### config.mk
export PLATFORM = sky130hd
export DESIGN_NAME = multichannel_moving_average
export DESIGN_NICKNAME = d
export VERILOG_FILES = /design/src/design/mma_pkg.sv /design/src/design/multichannel_moving_average.sv /design/src/design/mma_lane.sv /design/src/design/mma_scale.sv
export SDC_FILE = /design/constraint.sdc
export NUM_CORES = 2
export LEC_CHECK = 0
export ABC_AREA = 0
export ABC_CLOCK_PERIOD_IN_PS = 5400
export BUFFER_PORTS_ARGS = -buffer_cell sky130_fd_sc_hd__buf_2
export CAP_MARGIN = 20
export CORE_UTILIZATION = 55
export CTS_CLUSTER_DIAMETER = 150
export DETAILED_ROUTE_END_ITERATION = 10
export GPL_TIMING_DRIVEN = 0
export PLACE_DENSITY = 0.82
export SLEW_MARGIN = 20
export SYNTH_ARGS = -nofsm -noshare
export SYNTH_HDL_FRONTEND = slang
export SYNTH_HIERARCHICAL = 1
export SYNTH_SLANG_ARGS = --single-unit
### constraint.sdc
create_clock -name clk -period 5.4 [get_ports clk]
set_input_delay 0.27 -clock clk [delete_from_list [all_inputs] [get_ports clk]]
set_output_delay 0.27 -clock clk [all_outputs]
set_load 0.1 [all_outputs]
### src/design/mma_pkg.sv
package mma_pkg;

  // Filter geometry
  localparam int WINDOW      = 8;
  localparam int CHANNELS    = 4;
  localparam int SAMPLE_BITS = 12;

  // Derived widths
  localparam int IDX_W  = (WINDOW > 1) ? $clog2(WINDOW) : 1;
  localparam int CNT_W  = $clog2(WINDOW + 1);
  localparam int SUM_W  = SAMPLE_BITS + $clog2(WINDOW);
  localparam int SCNT_W = $clog2(SUM_W + 1);
  localparam int CH_W   = (CHANNELS > 1) ? $clog2(CHANNELS) : 1;

  // Scaling path widths
  localparam int TCH_W  = 2;
  localparam int VREF_W = 13;
  localparam int FS_W   = 16;
  localparam int TEMP_W = 16;
  localparam int PROD_W = SAMPLE_BITS + VREF_W;
  localparam int DCNT_W = $clog2(TEMP_W + 1);

  // Stream widths, padded to whole bytes
  localparam int IN_W        = CHANNELS * SAMPLE_BITS;
  localparam int OUT_W       = CHANNELS * SAMPLE_BITS + TEMP_W;
  localparam int IN_TDATA_W  = ((IN_W + 7) / 8) * 8;
  localparam int OUT_TDATA_W = ((OUT_W + 7) / 8) * 8;

  // Configuration port
  localparam int CFG_IDX_W  = 2;
  localparam int CFG_DATA_W = 16;
  localparam logic [CFG_IDX_W-1:0] CFG_TEMP_CHANNEL = 2'd0;
  localparam logic [CFG_IDX_W-1:0] CFG_VREF_MV      = 2'd1;
  localparam logic [CFG_IDX_W-1:0] CFG_FULL_SCALE   = 2'd2;

  localparam logic [VREF_W-1:0] VREF_RST = 13'd3300;
  localparam logic [FS_W-1:0]   FS_RST   = 16'd4095;

  typedef logic [SAMPLE_BITS-1:0] sample_t;

  // Per-word control broadcast to every lane
  typedef struct packed {
    logic             start;
    logic [IDX_W-1:0] wr_idx;
    logic [CNT_W-1:0] divisor;
  } lane_ctrl_t;

endpackage

### src/design/multichannel_moving_average.sv
// Flow per input word: a 15-step serial divider in each channel lane, then the scaling
// unit (select, multiply, overflow check, 16-step divider), then hand-over and the output
// load. A saturated reading skips the divider.
// One frame at a time: no new frame is taken until its word loads, later while the output stalls.
// Reset (rst, synchronous): sample rings, sums, write index and full flag clear,
// registers return to temp_channel 0, vref_mv 3300, full_scale 4095.
module multichannel_moving_average (
  input  logic                             clk,
  input  logic                             rst,
  input  logic                             s_tvalid,
  output logic                             s_tready,
  // sample_ch0, sample_ch1, sample_ch2, sample_ch3
  input  logic [mma_pkg::IN_TDATA_W-1:0]   s_tdata,
  output logic                             m_tvalid,
  input  logic                             m_tready,
  // average_ch0, average_ch1, average_ch2, average_ch3, temp_tenths
  output logic [mma_pkg::OUT_TDATA_W-1:0]  m_tdata,
  // window_full
  output logic                             m_tuser,
  input  logic                             cfg_valid,
  output logic                             cfg_ready,
  input  logic [mma_pkg::CFG_IDX_W-1:0]    cfg_index,
  input  logic [mma_pkg::CFG_DATA_W-1:0]   cfg_data
);

  localparam int SB  = mma_pkg::SAMPLE_BITS;
  localparam int NCH = mma_pkg::CHANNELS;
  localparam int IW  = mma_pkg::IDX_W;
  localparam int CW  = mma_pkg::CNT_W;
  localparam int OTW = mma_pkg::OUT_TDATA_W;

  localparam logic [1:0] T_IDLE  = 2'd0;
  localparam logic [1:0] T_LANE  = 2'd1;
  localparam logic [1:0] T_SCALE = 2'd2;
  localparam logic [1:0] T_OUT   = 2'd3;

  logic [1:0]                      state;
  logic [mma_pkg::TCH_W-1:0]       temp_channel;
  logic [mma_pkg::VREF_W-1:0]      vref_mv;
  logic [mma_pkg::FS_W-1:0]        full_scale;
  logic [IW-1:0]                   wr_idx;
  logic                            filled;

  logic                            accept;
  logic                            load;
  logic [CW-1:0]                   idx_inc;
  logic                            wrap;
  logic [IW-1:0]                   idx_next;
  logic                            filled_next;
  logic [CW-1:0]                   divisor_next;
  mma_pkg::lane_ctrl_t             lane_ctrl;
  logic [NCH-1:0][SB-1:0]          averages;
  logic [NCH-1:0]                  lane_done;
  logic                            scale_start;
  logic                            scale_done;
  logic [mma_pkg::TEMP_W-1:0]      scale_result;

  assign s_tready  = (state == T_IDLE);
  assign cfg_ready = 1'b1;
  assign accept    = s_tvalid && s_tready;
  assign load      = (state == T_OUT) && (!m_tvalid || m_tready);

  // Write index advance and divisor for the frame just taken
  assign idx_inc      = CW'(wr_idx) + 1'b1;
  assign wrap         = (idx_inc == CW'(mma_pkg::WINDOW));
  assign idx_next     = wrap ? '0 : idx_inc[IW-1:0];
  assign filled_next  = filled || wrap;
  assign divisor_next = filled_next ? CW'(mma_pkg::WINDOW) :
                        (idx_next == '0) ? CW'(1) : CW'(idx_next);

  assign lane_ctrl.start   = accept;
  assign lane_ctrl.wr_idx  = wr_idx;
  assign lane_ctrl.divisor = divisor_next;

  // One lane per channel
  for (genvar c = 0; c < NCH; c++) begin : g_lane
    mma_lane u_lane (
      .clk     (clk),
      .rst     (rst),
      .ctrl    (lane_ctrl),
      .sample  (s_tdata[c*SB +: SB]),
      .average (averages[c]),
      .done    (lane_done[c])
    );
  end

  assign scale_start = (state == T_LANE) && (&lane_done);

  // Merge stage: scaled reading of the selected channel
  mma_scale u_scale (
    .clk          (clk),
    .rst          (rst),
    .start        (scale_start),
    .averages     (averages),
    .temp_channel (temp_channel),
    .vref_mv      (vref_mv),
    .full_scale   (full_scale),
    .result       (scale_result),
    .done         (scale_done)
  );

  // Configuration registers
  always_ff @(posedge clk) begin
    if (rst) begin
      temp_channel <= '0;
      vref_mv      <= mma_pkg::VREF_RST;
      full_scale   <= mma_pkg::FS_RST;
    end else if (cfg_valid && cfg_ready) begin
      case (cfg_index)
        mma_pkg::CFG_TEMP_CHANNEL: temp_channel <= cfg_data[mma_pkg::TCH_W-1:0];
        mma_pkg::CFG_VREF_MV:      vref_mv      <= cfg_data[mma_pkg::VREF_W-1:0];
        mma_pkg::CFG_FULL_SCALE:   full_scale   <= cfg_data[mma_pkg::FS_W-1:0];
        default: ;
      endcase
    end
  end

  // Sequencer, write index and full flag
  always_ff @(posedge clk) begin
    if (rst) begin
      state  <= T_IDLE;
      wr_idx <= '0;
      filled <= 1'b0;
    end else begin
      case (state)
        T_IDLE: begin
          if (accept) begin
            wr_idx <= idx_next;
            filled <= filled_next;
            state  <= T_LANE;
          end
        end
        T_LANE: begin
          if (&lane_done) begin
            state <= T_SCALE;
          end
        end
        T_SCALE: begin
          if (scale_done) begin
            state <= T_OUT;
          end
        end
        T_OUT: begin
          if (load) begin
            state <= T_IDLE;
          end
        end
        default: begin
          state <= T_IDLE;
        end
      endcase
    end
  end

  // Output register
  always_ff @(posedge clk) begin
    if (rst) begin
      m_tvalid <= 1'b0;
    end else if (load) begin
      m_tvalid <= 1'b1;
    end else if (m_tready) begin
      m_tvalid <= 1'b0;
    end
  end

  always_ff @(posedge clk) begin
    if (load) begin
      m_tdata <= OTW'({scale_result, averages});
      m_tuser <= filled;
    end
  end

endmodule

### src/design/mma_lane.sv
module mma_lane (
  input  logic                clk,
  input  logic                rst,
  input  mma_pkg::lane_ctrl_t ctrl,
  input  mma_pkg::sample_t    sample,
  output mma_pkg::sample_t    average,
  output logic                done
);

  localparam int SW  = mma_pkg::SUM_W;
  localparam int SB  = mma_pkg::SAMPLE_BITS;
  localparam int CW  = mma_pkg::CNT_W;
  localparam int NW  = mma_pkg::SCNT_W;
  localparam int WIN = mma_pkg::WINDOW;

  mma_pkg::sample_t ring [WIN];
  logic [SW-1:0]    sum;
  logic [SW-1:0]    quot;
  logic [CW-1:0]    rem;
  logic [CW-1:0]    divisor;
  logic [NW-1:0]    steps;
  logic             busy;

  logic [SW-1:0]    sum_next;
  logic [CW:0]      trial;
  logic             ge;
  logic [CW:0]      diff;
  logic [CW-1:0]    rem_next;

  // Running sum: drop the oldest sample, add the new one
  assign sum_next = sum - SW'(ring[ctrl.wr_idx]) + SW'(sample);

  // One restoring division step per cycle
  assign trial    = {rem, quot[SW-1]};
  assign ge       = trial >= {1'b0, divisor};
  assign diff     = trial - {1'b0, divisor};
  assign rem_next = ge ? diff[CW-1:0] : trial[CW-1:0];

  assign average = quot[SB-1:0];

  always_ff @(posedge clk) begin
    if (rst) begin
      for (int i = 0; i < WIN; i++) begin
        ring[i] <= '0;
      end
      sum   <= '0;
      busy  <= 1'b0;
      done  <= 1'b0;
      steps <= '0;
    end else begin
      done <= 1'b0;
      if (ctrl.start) begin
        ring[ctrl.wr_idx] <= sample;
        sum               <= sum_next;
        quot              <= sum_next;
        rem               <= '0;
        divisor           <= ctrl.divisor;
        steps             <= '0;
        busy              <= 1'b1;
      end else if (busy) begin
        quot  <= {quot[SW-2:0], ge};
        rem   <= rem_next;
        steps <= steps + 1'b1;
        if (steps == NW'(SW - 1)) begin
          busy <= 1'b0;
          done <= 1'b1;
        end
      end
    end
  end

endmodule

### src/design/mma_scale.sv
module mma_scale (
  input  logic                                                 clk,
  input  logic                                                 rst,
  input  logic                                                 start,
  input  logic [mma_pkg::CHANNELS-1:0][mma_pkg::SAMPLE_BITS-1:0] averages,
  input  logic [mma_pkg::TCH_W-1:0]                            temp_channel,
  input  logic [mma_pkg::VREF_W-1:0]                           vref_mv,
  input  logic [mma_pkg::FS_W-1:0]                             full_scale,
  output logic [mma_pkg::TEMP_W-1:0]                           result,
  output logic                                                 done
);

  localparam int SB  = mma_pkg::SAMPLE_BITS;
  localparam int PW  = mma_pkg::PROD_W;
  localparam int TW  = mma_pkg::TEMP_W;
  localparam int FW  = mma_pkg::FS_W;
  localparam int DW  = mma_pkg::DCNT_W;
  localparam int CHW = mma_pkg::CH_W;

  localparam logic [1:0] SC_IDLE = 2'd0;
  localparam logic [1:0] SC_MUL  = 2'd1;
  localparam logic [1:0] SC_CHK  = 2'd2;
  localparam logic [1:0] SC_DIV  = 2'd3;

  logic [1:0]                  state;
  logic [SB-1:0]               avg_sel;
  logic [mma_pkg::VREF_W-1:0]  vref_r;
  logic [FW-1:0]               fs;
  logic [PW-1:0]               prod;
  logic [FW-1:0]               rem;
  logic [TW-1:0]               quot;
  logic [DW-1:0]               steps;

  logic [SB-1:0]               sel;
  logic [FW-1:0]               prod_hi;
  logic [FW:0]                 trial;
  logic                        ge;
  logic [FW:0]                 diff;

  // Channel select; a channel beyond the lane count reads as zero
  assign sel = (int'(temp_channel) < mma_pkg::CHANNELS) ? averages[temp_channel[CHW-1:0]] : '0;

  // Quotient overflows 16 bits exactly when the upper product bits reach the divisor
  assign prod_hi = FW'(prod[PW-1:TW]);

  assign trial = {rem, quot[TW-1]};
  assign ge    = trial >= {1'b0, fs};
  assign diff  = trial - {1'b0, fs};

  always_ff @(posedge clk) begin
    if (rst) begin
      state <= SC_IDLE;
      done  <= 1'b0;
      steps <= '0;
    end else begin
      done <= 1'b0;
      case (state)
        SC_IDLE: begin
          if (start) begin
            avg_sel <= sel;
            vref_r  <= vref_mv;
            fs      <= full_scale;
            state   <= SC_MUL;
          end
        end
        SC_MUL: begin
          prod  <= PW'(avg_sel) * PW'(vref_r);
          state <= SC_CHK;
        end
        SC_CHK: begin
          // also covers a zero full scale
          if (prod_hi >= fs) begin
            result <= '1;
            done   <= 1'b1;
            state  <= SC_IDLE;
          end else begin
            rem   <= prod_hi;
            quot  <= prod[TW-1:0];
            steps <= '0;
            state <= SC_DIV;
          end
        end
        SC_DIV: begin
          rem   <= ge ? diff[FW-1:0] : trial[FW-1:0];
          quot  <= {quot[TW-2:0], ge};
          steps <= steps + 1'b1;
          if (steps == DW'(TW - 1)) begin
            result <= {quot[TW-2:0], ge};
            done   <= 1'b1;
            state  <= SC_IDLE;
          end
        end
        default: begin
          state <= SC_IDLE;
        end
      endcase
    end
  end

endmodule

---- Word level (Yosys, flattened, before mapping) ----
Memories as Yosys holds them, arrays and structs flattened. A register that Yosys moved wholly into a read port is not among the register bits.
Cells that the tools add are included.
storage, ports and cells
  RAM bits ................................ 384
  input bits .............................. 71
  logic and storage cells ................. 231
  memories kept ........................... 4
  register bits ........................... 389
memories
  name                   words  width  rd ports  clocked after memory_dff  wr ports  RTL line        source
  g_lane[0].u_lane.ring  8      12     1         1                         8         mma_lane.sv:16  mma_pkg::sample_t ring [WIN];
  g_lane[1].u_lane.ring  8      12     1         1                         8         mma_lane.sv:16
  g_lane[2].u_lane.ring  8      12     1         1                         8         mma_lane.sv:16
  g_lane[3].u_lane.ring  8      12     1         1                         8         mma_lane.sv:16
cells by class
  multipliers ............................. 1
  muxes and demuxes ....................... 85
  order comparisons ....................... 7
  bitwise operators ....................... 5
  equality and inequality tests ........... 22
  add/sub/neg operators ................... 19
  reductions and logical operators ........ 43
operators by type and width
  operator                                      number
  2-to-1 mux 15 bit                             8
  one-hot mux 16 bit (2 select lines)           3
  2-to-1 mux 16 bit                             5
  adder 15 x 12 -> 15 bit                       4
  2-to-1 mux 12 bit                             5
  subtractor 15 x 12 -> 15 bit                  4
  OR reduction 12 bit                           4
  2-to-1 mux 3 bit                              13
  2-to-1 mux 4 bit                              8
  2-to-1 mux 1 bit                              30
  multiplier 12 x 13 -> 25 bit                  1
  binary-select mux 12 bit (select 2 bit)       1
  AND reduction 2 bit                           12
  equality test 4 bit (second input constant)   5
  greater-or-equal comparator 5 x 4 -> 1 bit    4
  greater-or-equal comparator 17 x 16 -> 1 bit  1
  adder 4 x 1 -> 4 bit (second input constant)  4
  greater-or-equal comparator 9 x 16 -> 1 bit   1
  one-hot mux 2 bit (4 select lines)            2
  subtractor 16 bit                             1
  subtractor 4 bit                              4
  2-to-1 mux 2 bit                              7
  AND reduction 4 bit                           3
  nonzero test 2 bit                            6
  other kinds (20)                              46

---- Depth between registers and ports, before layout ----
  depth after elaboration ................. 7
  mapped depth ............................ 20
  mapped depth without buffers ............ 19

---- By module ----
Netlist, hierarchy kept.
by module, submodules not included
  module                            area an instance (µm²)  seq. area each (µm²)  cells an instance  times used
  mma_lane at g_lane[2].u_lane ...  7518.5                  3993.8                682                2
  mma_scale                         10834.1                 3583.4                1048               1
  mma_lane at g_lane[0].u_lane      7581.0                  3993.8                658                1
  mma_lane at g_lane[1].u_lane      7493.4                  3993.8                649                1
  multichannel_moving_average       3563.4                  2712.6                254                1

---- Worst setup path before layout ----
No wires, ideal clock.
  kind .................................... register to register
  from .................................... register m_tvalid
  to ...................................... register m_tdata[0] (netlist bit), enable pin
  path slack .............................. -0.699 ns
  buffers on the path ..................... 0
  arrival time ............................ 5.512 ns
  clock period less this slack ............ 6.099 ns
  stages on the path, launching flop included .. 2
  library setup time ...................... 0.587 ns
  required time ........................... 4.813 ns
  cells stage by stage .................... dfxtp_1 -> a21boi_0
on the way
  longest elaborated chain between the ends .. 3
RTL lines
  item                    RTL line                            source
  from (decl)             multichannel_moving_average.sv:14   output logic m_tvalid,
  from (signal assigned)  multichannel_moving_average.sv:158  m_tvalid <= 1'b0;
  from (signal assigned)  multichannel_moving_average.sv:160  m_tvalid <= 1'b1;
  from (signal assigned)  multichannel_moving_average.sv:162  m_tvalid <= 1'b0;
  logical NOT 1 bit       multichannel_moving_average.sv:61   assign load = (state == T_OUT) && (!m_tvalid || m_tready);
  logical OR 1 bit        multichannel_moving_average.sv:61
  logical AND 1 bit       multichannel_moving_average.sv:61
  named net load          multichannel_moving_average.sv:45   logic load;
  to (signal assigned)    multichannel_moving_average.sv:168  m_tdata <= OTW'({scale_result, averages});
  to (decl)               multichannel_moving_average.sv:17   output logic [mma_pkg::OUT_TDATA_W-1:0] m_tdata,
The timed path passes the listed nets, and every way through them passes these cells.
A chain may end at the register's enable or synchronous reset.

---- Final worst setup path ----
  from .................................... register u_scale.avg_sel[5]
  to ...................................... register u_scale.prod[17] (data pin)
on the way
  longest elaborated chain between the ends .. 1
RTL lines
  item                          RTL line         source
  from (decl)                   mma_scale.sv:26  logic [SB-1:0] avg_sel;
  from (signal assigned)        mma_scale.sv:60  avg_sel <= sel;
  multiplier 12 x 13 -> 25 bit  mma_scale.sv:67  prod <= PW'(avg_sel) * PW'(vref_r);
  to (signal assigned)          mma_scale.sv:67
  to (decl)                     mma_scale.sv:29  logic [PW-1:0] prod;
Every way passes these cells.

==> reports/qor.txt <==
FP Rows: 103
Most frequent cell after synthesis: edfxtp_1
Die Y: 286.5 µm
Sinks on Clock Net: 785
Simple-gate share of the synthesized area: 15.37%
Endpoint type of the worst setup path: flip-flop
Critical path's largest stage delay: 0.55 ns
Period Utilization, post-route: 98.05%
DRC viols: 0
Slew @ Worst Pin: 0.9830 ns
Hold Vio Cnt, Final: 0
HP Class: input port to flip-flop
WP data arrival: 5.64 ns
Dpl cell area: 46770 µm²
Area Overhead vs Synth: 13.17%
Slowest cell on crit path: fa_1
Dominant cells by area after synthesis: edfxtp_1, fa_1, dfxtp_1
Root buffer cell: clkbuf_16
Slew Limit Fails: 0
Mux contribution to synthesized area: 5.721%
Routed Antenna Nets: 0
Reg2reg start: u_scale/avg_sel[5]$_DFFE_PP_
Largest net degree at the start of global routing: 26
DP HPWL: 84110 µm
Fmax: 0.1889 GHz
Cells after synthesis: 3973
Top Family by Delay on Critical Path: adder cells
Layout cell share with drive strength beyond 1: 14.33%
Synth area leader: edfxtp_1
Seq/Total Area, Yosys: 50.04%
CP Depth: 19
Largest family of logic cells by synthesized area: simple AND/OR/NAND/NOR gates
Final wirelength: 116200 µm
CP startpoint: u_scale/avg_sel[5]$_DFFE_PP_
Mean Syn Cell Area: 11.20 µm²
Share of async-settable or async-resettable flops after synthesis: 0%
Max-cap violations: 0
Critical setup path kind: flip-flop to flip-flop
Initial Util: 55.98%
Yosys Warn Count: 6
Gr usage total: 28.22%
Adder-Cell Fraction of Synth Area: 12.39%
Layout filler cell count: 5941
First drt pass iteration count: 7
Grt total ovfl: 0
Clock Latency Late Sink: 0.63 ns
Worst setup path endpoint: u_scale/prod[17]$_DFFE_PP_
Multi-input logic area: 19350 µm²
Distinct cell type count after synthesis: 105
Post-Syn Area: 44510 µm²
Post-Synth XOR/XNOR Area: 1.594%
R2R Setup Slk: 0.11 ns
Worst Reg-to-Reg Cells: 19
Final Core Density: 63.35%
Final Skew: 0.03208 ns
I/O Buffers: 137
Wire per inst: 21.51 µm
DR vias/cell: 6.040
Die width: 286.5 µm
Status: complete, no violations
Critical Path RT: 5.74 ns
Flops & latches, synth: 785
Slew headroom: 34.40%
1st-iter DRT viols: 3646
Post-synthesis compound-gate area fraction: 8.161%
CTS tree: yes
DP Worst Slack: -0.3682 ns
Worst path most repeated cell: fa_1
CTS Buffer Depth: 3
PwrDens: 454.4 nW/µm²
Core Footprint: 79520 µm²
CP max FO: 5
Worst setup margin: 0.1052 ns
Setup TNS: 0 ns
List of most frequent post-synthesis cells: edfxtp_1, inv_1, nand2_1
Buf/Inv on CP: 5
Hold path depth: 2
TritonCTS Buffers: 83
NumNets Final: 4697
Worst hold start: s_tdata[37]
Synth Flop Type: edfxtp_1
Vias in the first global route: 32342
CTS H-Tree Depth: 3
Min Tclk post-route: 5.295 ns
Setup violations, final: 0
Routed vias: 32622
Clock-pin slew on the worst setup and hold paths: 0.06 ns
EDFF count, synth: 655
Worst vdd ir: 0.0003331 V
CP Launch Type: flip-flop
Sequential Area: 22280 µm²
CP Cell Sequence: buf_8, buf_4, nand2_1, fa_1, inv_1, fa_1, fa_1, fa_1, inv_1, fa_1, inv_2, ha_4, nand3_2, nor3_2, nor3_2, nor2_1, o31a_1, o41ai_2, xnor2_1
Die Area: 82070 µm²
Finished Cell Area: 50370 µm²
Post-synth net total: 4387
R2r endpoint: u_scale/prod[17]$_DFFE_PP_
Synth top area share: 44.19%
RePlAce Congestion: 0.9841
I/O pin count: 139
Leakage: 19.65 nW
First-pass GRT wire length: 179100 µm
Initial antenna violation count: 8
[layout by cell type (no fill, tap or decap), drive strengths merged, types with 27 or more instances in the layout]
cell	Yosys	layout
a21o	37	37
a21oi	161	161
and2	175	175
and3	27	27
buf	112	291
clkbuf	165	265
clkinv	38	60
dfxtp	130	130
dlygate4sd3	0	60
edfxtp	655	655
fa	163	163
ha	180	180
inv	417	421
mux2	62	62
mux2i	65	65
mux4	53	53
nand2	351	351
nand2b	64	64
nand3	42	42
nand3b	31	31
nor2	157	157
nor2b	35	35
nor3	162	162
nor4	171	171
o21ai	105	105
or2	41	41
xnor2	58	58
[per-stage QoR]
step	hold WS, ns	total power, W	std cells
finish	0.05512	0.02289	5401
global route	0.03570	0.02406	5400
CTS	0.004692	0.02278	5385
detailed placement	0.4056	0.01691	5173
global placement	0.4013	0.01662	5160
floorplan	0.3908	0.01460	3973
[worst min-delay path by stage]
stage | slack, ns | endpoint
after detailed placement | 0.41 | m_tdata[56]$_DFFE_PP_
after global routing | 0.04 | g_lane[3].u_lane/ring[0][1]$_SDFFCE_PN0P_
final | 0.06 | g_lane[3].u_lane/ring[0][1]$_SDFFCE_PN0P_
after global placement | 0.40 | m_tdata[49]$_DFFE_PP_
after CTS | 0.005 | g_lane[3].u_lane/ring[0][1]$_SDFFCE_PN0P_
after floorplan | 0.39 | full_scale[0]$_SDFFE_PP1P_
[timing repair]
item                       in CTS  in global routing
hold endpoints to repair      104                  0
pin swaps                       1                 13
cloned                          0                  0
resized for setup              14                 35
setup endpoints to repair      12                 25
hold buffers                   60                  0
setup buffers                   7                 18
[worst register-to-register path, stage by stage (launching register included)]
cell      delay (ns)
edfxtp_1        0.50
buf_8           0.16
buf_4           0.11
nand2_1         0.06
fa_1            0.48
inv_1           0.06
fa_1            0.46
fa_1            0.48
fa_1            0.55
inv_1           0.06
fa_1            0.52
inv_2           0.05
ha_4            0.25
nand3_2         0.08
nor3_2          0.05
nor3_2          0.25
nor2_1          0.07
o31a_1          0.31
o41ai_2         0.34
xnor2_1         0.17
[layer usage]
metal	vias up	GRT usage [%]	wire, µm
met3	315	5.859	11680
met5	-	0	0
li1	14651	-	-
met1	15749	37.42	45460
met2	1907	45.95	54740
met4	0	10.21	4268
[registers in the layout (all words and copies together), names as in the netlist, 3 cells and up]
name                   flops
u_scale/fs                16
g_lane.u_lane/divisor     16
u_scale/steps              5
g_lane.u_lane/steps       16
u_scale/prod              25
vref_mv                   13
m_tdata                   64
u_scale/rem               16
u_scale/vref_r            13
g_lane.u_lane/quot        60
g_lane.u_lane/rem         16
u_scale/avg_sel           12
g_lane.u_lane/sum         60
u_scale/result            16
g_lane.u_lane/ring       384
wr_idx                     3
g_lane.u_lane/done         4
g_lane.u_lane/busy         4
full_scale                16
u_scale/quot              16
[report_power, final]
part	total [W]	internal, W	leakage [nW]	switching (W)
registers	0.00799	0.00755	7.44	0.000447
logic	0.00912	0.00351	10.9	0.00561
clock network	0.00578	0.00337	1.33	0.00241
total	0.0229	0.0144	19.7	0.00846
[cell type report]
type                            instances  area share [%]
Multi-Input combinational cell       2456           38.42
Sequential cell                       785           44.23
Buffer                                267           2.546
Clock buffer                          114           4.637
Antenna cell                            2        0.009936
Clock inverter                         37          0.7924
Tap cell                             1050           2.608
Timing Repair Buffer                  235           3.366
Inverter                              455           3.391
[kinds of logic (layout without fill, tap and decap cells)]
family / after synthesis / after routing
flip-flops: 785 / 785
buffers and inverters: 732 / 1108
other: 1 / 3
adder cells (fa/ha/maj): 343 / 343
multiplexers: 180 / 180
AO/OA/AOI/OAI: 540 / 540
XOR/XNOR: 81 / 81
AND/OR/NAND/NOR: 1311 / 1311
Note: power is estimated with default switching activity, not from simulation.
